**config.mk**
```make
export PLATFORM = sky130hd
export DESIGN_NAME = multilevel_priority_ready_queue
export DESIGN_NICKNAME = d
export VERILOG_FILES = /design/src/sv/mpq_pkg.sv /design/src/sv/mpq_ram.sv /design/src/sv/multilevel_priority_ready_queue.sv
export VERILOG_INCLUDE_DIRS = /design/src /design/src/sv
export SDC_FILE = /design/constraint.sdc
export NUM_CORES = 1
export LEC_CHECK = 0
export BUFFER_PORTS_ARGS = -buffer_cell sky130_fd_sc_hd__buf_2
export CORE_MARGIN = 1.5
export CORE_UTILIZATION = 30
export DETAILED_ROUTE_END_ITERATION = 16
export SYNTH_ARGS = -nofsm -noshare
export SYNTH_HDL_FRONTEND = slang
export SYNTH_HIERARCHICAL = 1
export SYNTH_SLANG_ARGS = --single-unit
```
**constraint.sdc**
```tcl
create_clock -name i_clk -period 4.9 [get_ports i_clk]
set_clock_uncertainty 0.2 [all_clocks]
set_input_delay 0.98 -clock i_clk [delete_from_list [all_inputs] [get_ports i_clk]]
set_output_delay 0.98 -clock i_clk [all_outputs]
set_load 0.05 [all_outputs]
```
**src/sv/assert_macros.svh**
```systemverilog
// Assertion macros shared by the ready queue RTL.
`ifndef ASSERT_MACROS_SVH
`define ASSERT_MACROS_SVH

// Clocked assertion that is switched off while reset is asserted.
`define MPQ_ASSERT(lbl, clk, rst_n, prop, msg) \
    lbl: assert property (@(posedge clk) disable iff (!rst_n) (prop)) else $error(msg);

// Clocked assertion that is checked during reset as well.
`define MPQ_ASSERT_ALWAYS(lbl, clk, prop, msg) \
    lbl: assert property (@(posedge clk) (prop)) else $error(msg);

`endif

```
**src/sv/mpq_pkg.sv**
```systemverilog
// Package with the sizes, codes and state type of the ready queue.
`default_nettype none

package mpq_pkg;

    localparam int MAX_PROC    = 32;                 // ids 0 .. MAX_PROC-1
    localparam int LEVELS      = 4;                  // priority levels, 0 highest
    localparam int ID_W        = 5;                  // id field width
    localparam int LVL_W       = 4;                  // level field width
    localparam int CMD_W       = 3;
    localparam int STAT_W      = 3;
    localparam int CNT_W       = 6;
    localparam int PID_W       = $clog2(MAX_PROC);   // id index bits
    localparam int LIDX_W      = $clog2(LEVELS);     // level index bits
    localparam int IN_DATA_W   = 16;
    localparam int OUT_DATA_W  = 24;

    typedef enum logic [CMD_W-1:0] {
        CMD_INSERT  = 3'd0,
        CMD_POP     = 3'd1,
        CMD_REMOVE  = 3'd2,
        CMD_REPRIO  = 3'd3,
        CMD_FIND    = 3'd4
    } t_cmd;

    typedef enum logic [STAT_W-1:0] {
        ST_OK         = 3'd0,
        ST_NOT_QUEUED = 3'd1,
        ST_BAD_LEVEL  = 3'd2,
        ST_EMPTY      = 3'd3,
        ST_DUPLICATE  = 3'd4
    } t_status;

    typedef enum logic [3:0] {
        S_IDLE,
        S_RD,
        S_UNL,
        S_WRD,
        S_WCHK,
        S_FIN,
        S_LINK,
        S_DONE
    } t_state;

endpackage

`default_nettype wire

```
**src/sv/mpq_ram.sv**
```systemverilog
// Simple dual-port RAM: one write port, one read port with registered data.
`default_nettype none

module mpq_ram #(
    parameter int DEPTH = 32,
    parameter int WIDTH = 5,
    parameter int AW    = $clog2(DEPTH)
) (
    input  wire logic             i_clk,
    input  wire logic             i_we,
    input  wire logic [AW-1:0]    i_waddr,
    input  wire logic [WIDTH-1:0] i_wdata,
    input  wire logic [AW-1:0]    i_raddr,
    output logic      [WIDTH-1:0] o_rdata
);

    logic [WIDTH-1:0] r_mem [DEPTH];

    always_ff @(posedge i_clk) begin
        if (i_we) begin
            r_mem[i_waddr] <= i_wdata;
        end
    end

    always_ff @(posedge i_clk) begin
        o_rdata <= r_mem[i_raddr];
    end

endmodule

`default_nettype wire

```
**src/sv/multilevel_priority_ready_queue.sv**
```systemverilog
// Top level of the multilevel priority ready queue.
//
//  channel   direction  signals                 fields (lowest bit up)
//  s_axis    in         tvalid tready tdata     cmd[2:0] proc_id[7:3] level[11:8]
//  m_axis    out        tvalid tready tdata     status[2:0] out_id[7:3]
//                                               out_level[11:8] total_queued[17:12]
//
// One command is in work at a time: rejected or unknown ones go to S_DONE, insert
// via S_LINK, find via S_RD and S_UNL, pop or remove via S_RD, S_UNL, S_FIN; a
// removal below a level head walks S_WRD/S_WCHK per link, reprioritize adds S_LINK.
// Reset clears heads, tails, queued bits and the count; the RAMs need no clearing.
// A stalled output holds its result; the next command is taken meanwhile and
// waits in its final state until the output register is free.
`default_nettype none

module multilevel_priority_ready_queue (
    input  wire logic                           i_clk,
    input  wire logic                           i_rst_n,
    input  wire logic                           i_s_axis_tvalid,
    output logic                                o_s_axis_tready,
    // cmd[2:0], proc_id[7:3], level[11:8], zero fill
    input  wire logic [mpq_pkg::IN_DATA_W-1:0]  i_s_axis_tdata,
    output logic                                o_m_axis_tvalid,
    input  wire logic                           i_m_axis_tready,
    // status[2:0], out_id[7:3], out_level[11:8], total_queued[17:12], zero fill
    output logic      [mpq_pkg::OUT_DATA_W-1:0] o_m_axis_tdata
);
    import mpq_pkg::*;

    t_state                r_state, n_state;
    t_cmd                  r_cmd, n_cmd;
    logic [ID_W-1:0]       r_id, n_id;
    logic [LVL_W-1:0]      r_lv, n_lv;
    logic [LIDX_W-1:0]     r_ulv, n_ulv;
    logic [PID_W-1:0]      r_prev, n_prev;
    logic [PID_W-1:0]      r_nid, n_nid;
    t_status               r_status, n_status;
    logic [ID_W-1:0]       r_oid, n_oid;
    logic [LVL_W-1:0]      r_olv, n_olv;

    logic [LEVELS-1:0]     r_nonempty, n_nonempty;
    logic [PID_W-1:0]      r_head [LEVELS];
    logic [PID_W-1:0]      n_head [LEVELS];
    logic [PID_W-1:0]      r_tail [LEVELS];
    logic [PID_W-1:0]      n_tail [LEVELS];
    logic [MAX_PROC-1:0]   r_queued, n_queued;
    logic [CNT_W-1:0]      r_count, n_count;

    logic                  r_out_valid, n_out_valid;
    logic [OUT_DATA_W-1:0] r_out_data, n_out_data;

    logic                  link_we;
    logic [PID_W-1:0]      link_waddr, link_wdata, link_raddr, link_rdata;
    logic                  lvl_we;
    logic [LIDX_W-1:0]     lvl_wdata, lvl_rdata;

    t_cmd                  in_cmd;
    logic [ID_W-1:0]       in_id;
    logic [LVL_W-1:0]      in_lv;
    logic                  in_id_ok, in_lv_ok, in_queued;
    logic                  pop_found;
    logic [LIDX_W-1:0]     pop_lv;
    logic [LIDX_W-1:0]     cur_lv;
    logic [PID_W-1:0]      id_idx;

    assign in_cmd    = t_cmd'(i_s_axis_tdata[2:0]);
    assign in_id     = i_s_axis_tdata[7:3];
    assign in_lv     = i_s_axis_tdata[11:8];
    assign in_id_ok  = 32'(in_id) < 32'(MAX_PROC);
    assign in_lv_ok  = 32'(in_lv) < 32'(LEVELS);
    assign in_queued = in_id_ok && r_queued[in_id[PID_W-1:0]];
    assign id_idx    = r_id[PID_W-1:0];

    // Highest non-empty level for pop.
    always_comb begin
        pop_found = 1'b0;
        pop_lv    = '0;
        for (int l = LEVELS - 1; l >= 0; l--) begin
            if (r_nonempty[l]) begin
                pop_found = 1'b1;
                pop_lv    = LIDX_W'(l);
            end
        end
    end

    assign o_s_axis_tready = (r_state == S_IDLE);
    assign o_m_axis_tvalid = r_out_valid;
    assign o_m_axis_tdata  = r_out_data;

    // The walk reads the predecessor's link; every other read is at the command's id.
    assign link_raddr = (r_state == S_WRD) ? r_prev : id_idx;

    // Level of the entry being unlinked: pop knows it, the others read it.
    assign cur_lv = (r_cmd == CMD_POP) ? r_ulv : lvl_rdata;

    mpq_ram #(
        .DEPTH (MAX_PROC),
        .WIDTH (PID_W)
    ) u_link_ram (
        .i_clk   (i_clk),
        .i_we    (link_we),
        .i_waddr (link_waddr),
        .i_wdata (link_wdata),
        .i_raddr (link_raddr),
        .o_rdata (link_rdata)
    );

    mpq_ram #(
        .DEPTH (MAX_PROC),
        .WIDTH (LIDX_W)
    ) u_level_ram (
        .i_clk   (i_clk),
        .i_we    (lvl_we),
        .i_waddr (id_idx),
        .i_wdata (lvl_wdata),
        .i_raddr (id_idx),
        .o_rdata (lvl_rdata)
    );

    always_ff @(posedge i_clk) begin
        if (!i_rst_n) begin
            r_state     <= S_IDLE;
            r_nonempty  <= '0;
            r_queued    <= '0;
            r_count     <= '0;
            r_out_valid <= 1'b0;
            for (int l = 0; l < LEVELS; l++) begin
                r_head[l] <= '0;
                r_tail[l] <= '0;
            end
        end else begin
            r_state     <= n_state;
            r_nonempty  <= n_nonempty;
            r_queued    <= n_queued;
            r_count     <= n_count;
            r_out_valid <= n_out_valid;
            r_head      <= n_head;
            r_tail      <= n_tail;
        end
    end

    always_ff @(posedge i_clk) begin
        r_cmd      <= n_cmd;
        r_id       <= n_id;
        r_lv       <= n_lv;
        r_ulv      <= n_ulv;
        r_prev     <= n_prev;
        r_nid      <= n_nid;
        r_status   <= n_status;
        r_oid      <= n_oid;
        r_olv      <= n_olv;
        r_out_data <= n_out_data;
    end

    always_comb begin
        n_state     = r_state;
        n_cmd       = r_cmd;
        n_id        = r_id;
        n_lv        = r_lv;
        n_ulv       = r_ulv;
        n_prev      = r_prev;
        n_nid       = r_nid;
        n_status    = r_status;
        n_oid       = r_oid;
        n_olv       = r_olv;
        n_nonempty  = r_nonempty;
        n_head      = r_head;
        n_tail      = r_tail;
        n_queued    = r_queued;
        n_count     = r_count;
        n_out_valid = r_out_valid;
        n_out_data  = r_out_data;
        link_we     = 1'b0;
        link_waddr  = r_prev;
        link_wdata  = r_nid;
        lvl_we      = 1'b0;
        lvl_wdata   = r_lv[LIDX_W-1:0];

        if (r_out_valid && i_m_axis_tready) begin
            n_out_valid = 1'b0;
        end

        unique case (r_state)
            S_IDLE: begin
                if (i_s_axis_tvalid) begin
                    n_cmd    = in_cmd;
                    n_id     = in_id;
                    n_lv     = in_lv;
                    n_status = ST_OK;
                    n_oid    = '0;
                    n_olv    = '0;
                    n_state  = S_DONE;
                    unique case (in_cmd) inside
                        CMD_INSERT: begin
                            if (!in_id_ok) begin
                                n_status = ST_NOT_QUEUED;
                            end else if (!in_lv_ok) begin
                                n_status = ST_BAD_LEVEL;
                            end else if (in_queued) begin
                                n_status = ST_DUPLICATE;
                            end else begin
                                n_state = S_LINK;
                            end
                        end
                        CMD_POP: begin
                            if (!pop_found) begin
                                n_status = ST_EMPTY;
                            end else begin
                                n_id    = ID_W'(r_head[pop_lv]);
                                n_ulv   = pop_lv;
                                n_oid   = ID_W'(r_head[pop_lv]);
                                n_olv   = LVL_W'(pop_lv);
                                n_state = S_RD;
                            end
                        end
                        CMD_REMOVE, CMD_REPRIO, CMD_FIND: begin
                            if (!in_queued) begin
                                n_status = ST_NOT_QUEUED;
                            end else begin
                                n_state = S_RD;
                            end
                        end
                        default: begin
                            n_status = ST_OK;
                        end
                    endcase
                end
            end

            S_RD: begin
                // Level and link of the id are read here and arrive next cycle.
                n_state = S_UNL;
            end

            S_UNL: begin
                n_ulv = cur_lv;
                n_nid = link_rdata;
                if (r_cmd == CMD_FIND) begin
                    n_oid   = r_id;
                    n_olv   = LVL_W'(lvl_rdata);
                    n_state = S_DONE;
                end else if (r_head[cur_lv] == id_idx) begin
                    if (r_tail[cur_lv] == id_idx) begin
                        n_nonempty[cur_lv] = 1'b0;
                    end else begin
                        n_head[cur_lv] = link_rdata;
                    end
                    n_state = S_FIN;
                end else begin
                    n_prev  = r_head[cur_lv];
                    n_state = S_WRD;
                end
            end

            S_WRD: begin
                if (r_prev == r_tail[r_ulv]) begin
                    n_state = S_FIN;
                end else begin
                    n_state = S_WCHK;
                end
            end

            S_WCHK: begin
                if (link_rdata == id_idx) begin
                    // Bridge the predecessor over the removed entry.
                    link_we    = 1'b1;
                    link_waddr = r_prev;
                    link_wdata = r_nid;
                    if (r_tail[r_ulv] == id_idx) begin
                        n_tail[r_ulv] = r_prev;
                    end
                    n_state = S_FIN;
                end else begin
                    n_prev  = link_rdata;
                    n_state = S_WRD;
                end
            end

            S_FIN: begin
                n_queued[id_idx] = 1'b0;
                if (r_count != '0) begin
                    n_count = r_count - CNT_W'(1);
                end
                n_state = S_DONE;
                if (r_cmd == CMD_REPRIO) begin
                    if (32'(r_lv) < 32'(LEVELS)) begin
                        n_state = S_LINK;
                    end else begin
                        n_status = ST_BAD_LEVEL;
                    end
                end
            end

            S_LINK: begin
                // The new tail's own link is written once it gains a successor.
                if (r_nonempty[r_lv[LIDX_W-1:0]]) begin
                    link_we    = 1'b1;
                    link_waddr = r_tail[r_lv[LIDX_W-1:0]];
                    link_wdata = id_idx;
                end else begin
                    n_head[r_lv[LIDX_W-1:0]]     = id_idx;
                    n_nonempty[r_lv[LIDX_W-1:0]] = 1'b1;
                end
                n_tail[r_lv[LIDX_W-1:0]] = id_idx;
                n_queued[id_idx]         = 1'b1;
                lvl_we                   = 1'b1;
                lvl_wdata                = r_lv[LIDX_W-1:0];
                n_count                  = r_count + CNT_W'(1);
                n_state                  = S_DONE;
            end

            S_DONE: begin
                if (!r_out_valid || i_m_axis_tready) begin
                    n_out_valid = 1'b1;
                    n_out_data  = OUT_DATA_W'({r_count, r_olv, r_oid, r_status});
                    n_state     = S_IDLE;
                end
            end

            default: begin
                n_state = S_IDLE;
            end
        endcase
    end

    `include "assert_macros.svh"

    `MPQ_ASSERT(a_count_matches, i_clk, i_rst_n, 32'(r_count) == $countones(r_queued), "bad count")
    `MPQ_ASSERT(a_link_unqueued, i_clk, i_rst_n, (r_state == S_LINK) |-> !r_queued[id_idx], "relink")
    `MPQ_ASSERT(a_empty_levels, i_clk, i_rst_n, (r_count == '0) |-> (r_nonempty == '0), "level set")
    `MPQ_ASSERT_ALWAYS(a_reset_idle, i_clk, !i_rst_n |=> (r_state == S_IDLE) && !r_out_valid, "reset")

endmodule

`default_nettype wire
```
== Word level (Yosys, flattened, before mapping) ==
Memories as Yosys holds them, arrays and structs flattened. A register that Yosys moved wholly into a read port is not among the register bits.
Index checks and enable logic that the tools add are counted.
Word-level totals
  register bits: 141
  RAM bits: 224
  input bits: 20
  output and inout port bits: 26
  logic and storage cells: 238
  memories kept: 2
Operators by class
  add/subtract/negate cells: 2
  magnitude comparators: 16
  equality and inequality tests: 36
  muxes and demuxes: 119
  bitwise operators: 10
  reduce and logical (&&, ||, !) cells: 30
Memory list
  u_link_ram.r_mem: words 32, width 5, read ports 1, clocked after memory_dff 1, wr ports 1, RTL line mpq_ram.sv:17  | logic [WIDTH-1:0] r_mem [DEPTH];
  u_level_ram.r_mem: words 32, width 2, read ports 1, clocked after memory_dff 1, wr ports 1, RTL line mpq_ram.sv:17
Operators with widths (number)
  5-bit two-way mux: 27
  20-bit two-way mux: 6
  20-bit bitwise mux: 4
  20-bit case mux with 2 select lines: 2
  32-bit case mux with 2 select lines: 1
  5-bit binary-select mux with 2-bit select: 5
  32-bit AND: 1
  4-bit two-way mux: 8
  32-bit NOT: 1
  32-bit OR: 1
  4-bit case mux with 8 select lines: 1
  5-bit demux with 2-bit select: 3
  3-bit two-way mux: 10
  2-bit inequality test (second input constant): 15
  5-bit equality test: 5
  1-bit two-way mux: 25
  2-bit two-way mux: 11
  5-bit case mux with 2 select lines: 2
  3-bit case mux with 3 select lines: 2
  4-bit by 3-bit equality test with 1-bit output (second input constant): 4
  4-bit case mux with 2 select lines: 2
  3-bit greater-or-equal comparator (second input constant): 4
  5-bit by 6-bit < comparator with 1-bit output (second input constant): 2
  2-bit NOT with 3-bit output: 4
  37 further kinds: 67

== Depth between registers and ports, before layout ==
  depth after elaboration: 12
  mapped depth: 13
  mapped depth without buffers: 11

== Modules after synthesis ==
The synthesis kept the hierarchy.
By module, submodules not included
  multilevel_priority_ready_queue: instances 1, cells an instance 787, area each 8005.2 um2, sequential area each 3223.1 um2
  mpq_ram (u_link_ram): instances 1, cells an instance 277, area each 6344.8 um2, sequential area each 4904.7 um2
  mpq_ram (u_level_ram): instances 1, cells an instance 184, area each 2783.9 um2, sequential area each 1961.9 um2

== Least setup slack after synthesis ==
No wires, ideal clock.
  path kind: register to register
  start: register r_lv[1]
  end: memory u_link_ram.r_mem[12][0], enable pin
  library setup time: 339 ps
  data arrival time: 3077 ps
  data required time: 4361 ps
  setup slack: 1284 ps
  stages on the path, launching flop included: 8
  clock period less this slack: 3616 ps
  cell sequence: edfxtp_1 -> mux4_2 -> nand2_1 -> clkbuf_1 -> mux2_2 -> or3b_2 -> clkbuf_1 -> nor2_1
On the way
  longest elaborated chain between the ends: 6
  elaborated cells on any way between the ends: 12
  those cells by class: 11 x mux; 1 x bitwise
Ends and longest elaborated chain
  from (decl): RTL line multilevel_priority_ready_queue.sv:33  | logic [LVL_W-1:0] r_lv, n_lv;
  from (signal assigned): RTL line multilevel_priority_ready_queue.sv:145  | r_lv <= n_lv;
  2-bit NOT with 3-bit output (implied by the code): RTL line multilevel_priority_ready_queue.sv:298  | link_waddr = r_tail[r_lv[LIDX_W-1:0]];
  5-bit binary-select mux with 2-bit select: RTL line multilevel_priority_ready_queue.sv:298
  5-bit two-way mux (implied by the code) (2 in series): RTL line multilevel_priority_ready_queue.sv:298
  5-bit two-way mux (*): RTL line multilevel_priority_ready_queue.sv:296  | if (r_nonempty[r_lv[LIDX_W-1:0]]) begin
  5-bit two-way mux (*)
  named net link_waddr[1]: RTL line multilevel_priority_ready_queue.sv:53  | logic [PID_W-1:0] link_waddr, link_wdata, link_raddr, link_rdata;
  to (decl): RTL line mpq_ram.sv:17
The timed path passes the listed nets; every way through them passes the cells marked *. The select of a mux whose other input is x is not followed.

== Final worst setup path ==
  start: register r_cmd[1]
  end: register r_head[13] (netlist name)
On the way
  longest elaborated chain between the ends: 12
  elaborated cells on any way between the ends: 26
  those cells by class: 2 x order compare; 7 x eq/ne; 14 x mux; 1 x bitwise; 2 x reduce/logical
Ends and longest elaborated chain
  from (decl): RTL line multilevel_priority_ready_queue.sv:31  | t_cmd r_cmd, n_cmd;
  from (signal assigned): RTL line multilevel_priority_ready_queue.sv:143  | r_cmd <= n_cmd;
  3-bit by 1-bit equality test with 1-bit output: RTL line multilevel_priority_ready_queue.sv:94  | assign cur_lv = (r_cmd == CMD_POP) ? r_ulv : lvl_rdata;
  2-bit two-way mux: RTL line multilevel_priority_ready_queue.sv:94
  2-bit NOT with 3-bit output (implied by the code): RTL line multilevel_priority_ready_queue.sv:242, multilevel_priority_ready_queue.sv:243, multilevel_priority_ready_queue.sv:246
  3-bit greater-or-equal comparator (implied by the code) / 3-bit by 1-bit < comparator with 1-bit output (equally long branches): RTL line multilevel_priority_ready_queue.sv:246  | n_head[cur_lv] = link_rdata;
  1-bit logical AND (implied by the code): RTL line multilevel_priority_ready_queue.sv:246
  5-bit two-way mux (implied by the code): RTL line multilevel_priority_ready_queue.sv:246
  5-bit demux with 2-bit select: RTL line multilevel_priority_ready_queue.sv:246
  20-bit bitwise mux: RTL line multilevel_priority_ready_queue.sv:246
  20-bit two-way mux: RTL line multilevel_priority_ready_queue.sv:243  | if (r_tail[cur_lv] == id_idx) begin
  20-bit two-way mux: RTL line multilevel_priority_ready_queue.sv:242  | end else if (r_head[cur_lv] == id_idx) begin
  20-bit two-way mux: RTL line multilevel_priority_ready_queue.sv:238  | if (r_cmd == CMD_FIND) begin
  20-bit case mux with 2 select lines: RTL line multilevel_priority_ready_queue.sv:183  | unique case (r_state)
  to (signal assigned): RTL line multilevel_priority_ready_queue.sv:137  | r_head <= n_head;
  to (decl): RTL line multilevel_priority_ready_queue.sv:42  | logic [PID_W-1:0] r_head [LEVELS];
Parallel ways exist; a longest one is shown, timed or not. The select of a mux whose other input is x is not followed.
A chain may end at the register's enable or synchronous reset.

==> impl_metrics.ini <==
[outcome]
status = finished clean

[routing]
dr.first_iter.drc_count = 852
viasPerCell = 5.19
first_pass_iters = 5
vias = 10700
wl_per_cell_um = 19.3
drc = 0
ant_nets = 0
drt_wl_total_um = 39600

[logic_synthesis]
synth_top_area_frac = 0.480
ys_types = 70
ys_seq_elements = 367
synthFlopType = edfxtp_1
synthTopCellsByCount = 274 x edfxtp_1, 132 x nor2_1, 93 x dfxtp_1
syn_area_um2 = 17100
syn_area_per_cell_um2 = 13.7
syn_inst = 1248
yosys_warnings = 6
synth.largest_area_cell = edfxtp_1
synthTopCellsByArea = edfxtp_1 48%, dfxtp_1 11%, mux4_2 10%, mux2i_1 4.8%, nor2_1 2.9%
synth_edf_count = 274
yosysSeqAreaShare = 0.589
async_flop_share = 0
synth_most_common_cell = edfxtp_1

[floorplan]
row_count = 87
coreArea_um2 = 56400
dieArea_um2 = 58600
initial_utilization = 0.304
dieWidth_um = 242
die_height_um = 242
io_pins = 46

[critical_path]
rr_worst_depth = 8
required_ns = 5.10
crit_fanout = 20
worstPathArrival_ns = 4.55
start_kind = flop
critPathLaunch = r_cmd[1]
worst_path_max_delay_cell = o31ai_4
reg2reg_from = r_cmd[1]
cpPeakStageDelay_ns = 1.11
cp.depth = 8
critical_path.top_delay_family = compound AO/OA/AOI/OAI gates
endpoint_kind = flop
crit_type = flop to flop
path_buf_inv = 0
worstPathCellList = or3b_1, a21oi_4, mux4_2, xnor2_1, nor3_2, nand2_1, o31ai_4, a221oi_2

[placed_design]
place_hpwl_um = 25400
place_ws_ns = 0.582
port_buffers = 33
place_congestion = 0.842
post-place-cells = 1977

[power_and_ir_drop]
p_int_mw = 6.76
powerDensity_nw_per_um2 = 511
leakage_nw = 6.42
p_sw_frac = 0.318
clockPowerShare = 0.336
combinationalPowerShare = 0.257
max-vdd-ir-drop_v = 0.000296
switchingPower_mw = 3.15
seqPwrFrac = 0.407

[flow_run]
maxCapViolCount = 0

[sta]
fmax_mhz = 230
worst_pin_slew_ns = 1.28
fin_setup_tns_ns = 0
rsz0062_at_grt = false
hold_viol = 0
setup_slack_ns = 0.552
post-route-period-util = 0.887
max_slew_margin = 0.145
finalMaxSlewViolations = 0
finalSetupViolations = 0
period_needed_ns = 4.35

[global_route]
antenna_found_initial = 0
grt_pass1_vias = 10600
grt_max_degree = 58
grt_pass1_wl_um = 62100
grt-ovfl-total = 0
grt_util_all_layers = 0.133

[layout]
n_antenna_cell = 0
final_util = 0.344
area_growth_pct = 13.2
nets = 1289
drive_gt1_frac = 0.198
final_cells = 2052

[clock_tree]
clk_pin_slew_ns = 0.07
cts_buffers = 41
cts_setup_buffers = 0
cts-root-buf = clkbuf_16
ctsLongestPathBuffers = 3
cts_sinks = 367
htreeDepth = 2
cts_tree = built
postCtsHoldBufs = 0
post_cts_resized = 0
clk_latency_ns = 0.58

[worst_hold_path]
hp-start = r_status[2]
holdPathStages = 0
hp-class = flop to flop
-- logic make-up (layout without fill, tap and decap cells) --
kind of cell / Yosys count / after routing / share of synthesized area
compound gates: 213 / 213 / 0.0900
xor+xnor: 29 / 29 / 0.0148
fa+ha+maj: 5 / 5 / 0.00409
buf+inv: 103 / 144 / 0.0334
flops: 367 / 367 / 0.589
mux: 180 / 180 / 0.163
other cells: 1 / 8 / 0.000219
simple gates: 350 / 350 / 0.106
-- stage by stage --
step	cell area, um^2	hold WS [ns]	power, mW
4_1_cts	19400	0.219	9.99
3_5_place_dp	17900	0.205	6.64
2_1_floorplan	17200	0.200	5.96
3_3_place_gp	17900	0.202	6.59
5_1_grt	19400	0.227	10.4
6_report	19400	0.217	9.91
-- area by class of cell --
type / instances / area, um^2
Multi-Input combinational cell: 785 / 6500
Clock inverter: 24 / 369
Inverter: 18 / 67.6
Timing Repair Buffer: 51 / 313
Tap cell: 756 / 946
Sequential cell: 367 / 10100
Clock buffer: 51 / 1110
Fill cell: 5453 / 37000
-- final timing paths --
kind              slack [ns]                end
setup / recovery        0.55         r_head[13]
hold / removal          0.22  o_m_axis_tdata[2]
setup reg to reg        0.55         r_head[13]
hold reg to reg         0.22  o_m_axis_tdata[2]
-- layer usage --
metal	part of all wire	routed length, um	GRT usage
met1	0.44	17200	0.177
met2	0.48	18900	0.217
met3	0.064	2520	0.0289
met4	0.024	945	0.0432
met5	0	0	0
-- cells in the final DEF (no fill, tap or decap), types with 15 or more instances in the layout --
cell type  count
edfxtp_1     274
nor2_1       132
dfxtp_1       93
mux2i_1       83
mux4_2        77
nand2_1       57
o21ai_0       47
a21oi_1       46
clkbuf_16     42
buf_2         33
nor2b_1       25
or3_1         25
nor3_1        25
o22ai_1       22
nand3_1       21
a221oi_2      21
mux2_2        20
a22oi_1       20
xnor2_1       18
inv_1         17
buf_4         17
nand3b_1      15
a221oi_1      15
-- state kept, by name (all words and copies together), names as in the netlist, named ones only --
name,cells
r_nonempty,4
r_oid,5
r_count,6
r_ulv,2
r_olv,2
r_nid,5
id_idx,5
r_tail,20
u_level_ram/o_rdata,2
u_link_ram/r_mem,160
u_link_ram/o_rdata,5
r_head,20
r_lv,4
r_status,3
o_m_axis_tvalid,1
r_state,3
r_cmd,3
o_m_axis_tdata,16
r_prev,5
u_level_ram/r_mem,64
-- power by group through the flow --
stage | clock network (mW) | registers, mW | logic [mW]
global route | 3.52 | 4.06 | 2.78
finish | 3.33 | 4.03 | 2.55
CTS | 3.40 | 4.03 | 2.56
global placement | 0 | 4.09 | 2.50
detailed placement | 0 | 4.09 | 2.55
floorplan | 0 | 3.99 | 1.97
-- worst reg2reg max path, stage by stage, from the launching register on --
cell and delay (ns):
edfxtp_1 0.47, or3b_1 0.71, a21oi_4 0.40, mux4_2 0.57, xnor2_1 0.15, nor3_2 0.23, nand2_1 0.18, o31ai_4 1.11
a221oi_2 0.18
(Power assumes the default switching activity.)
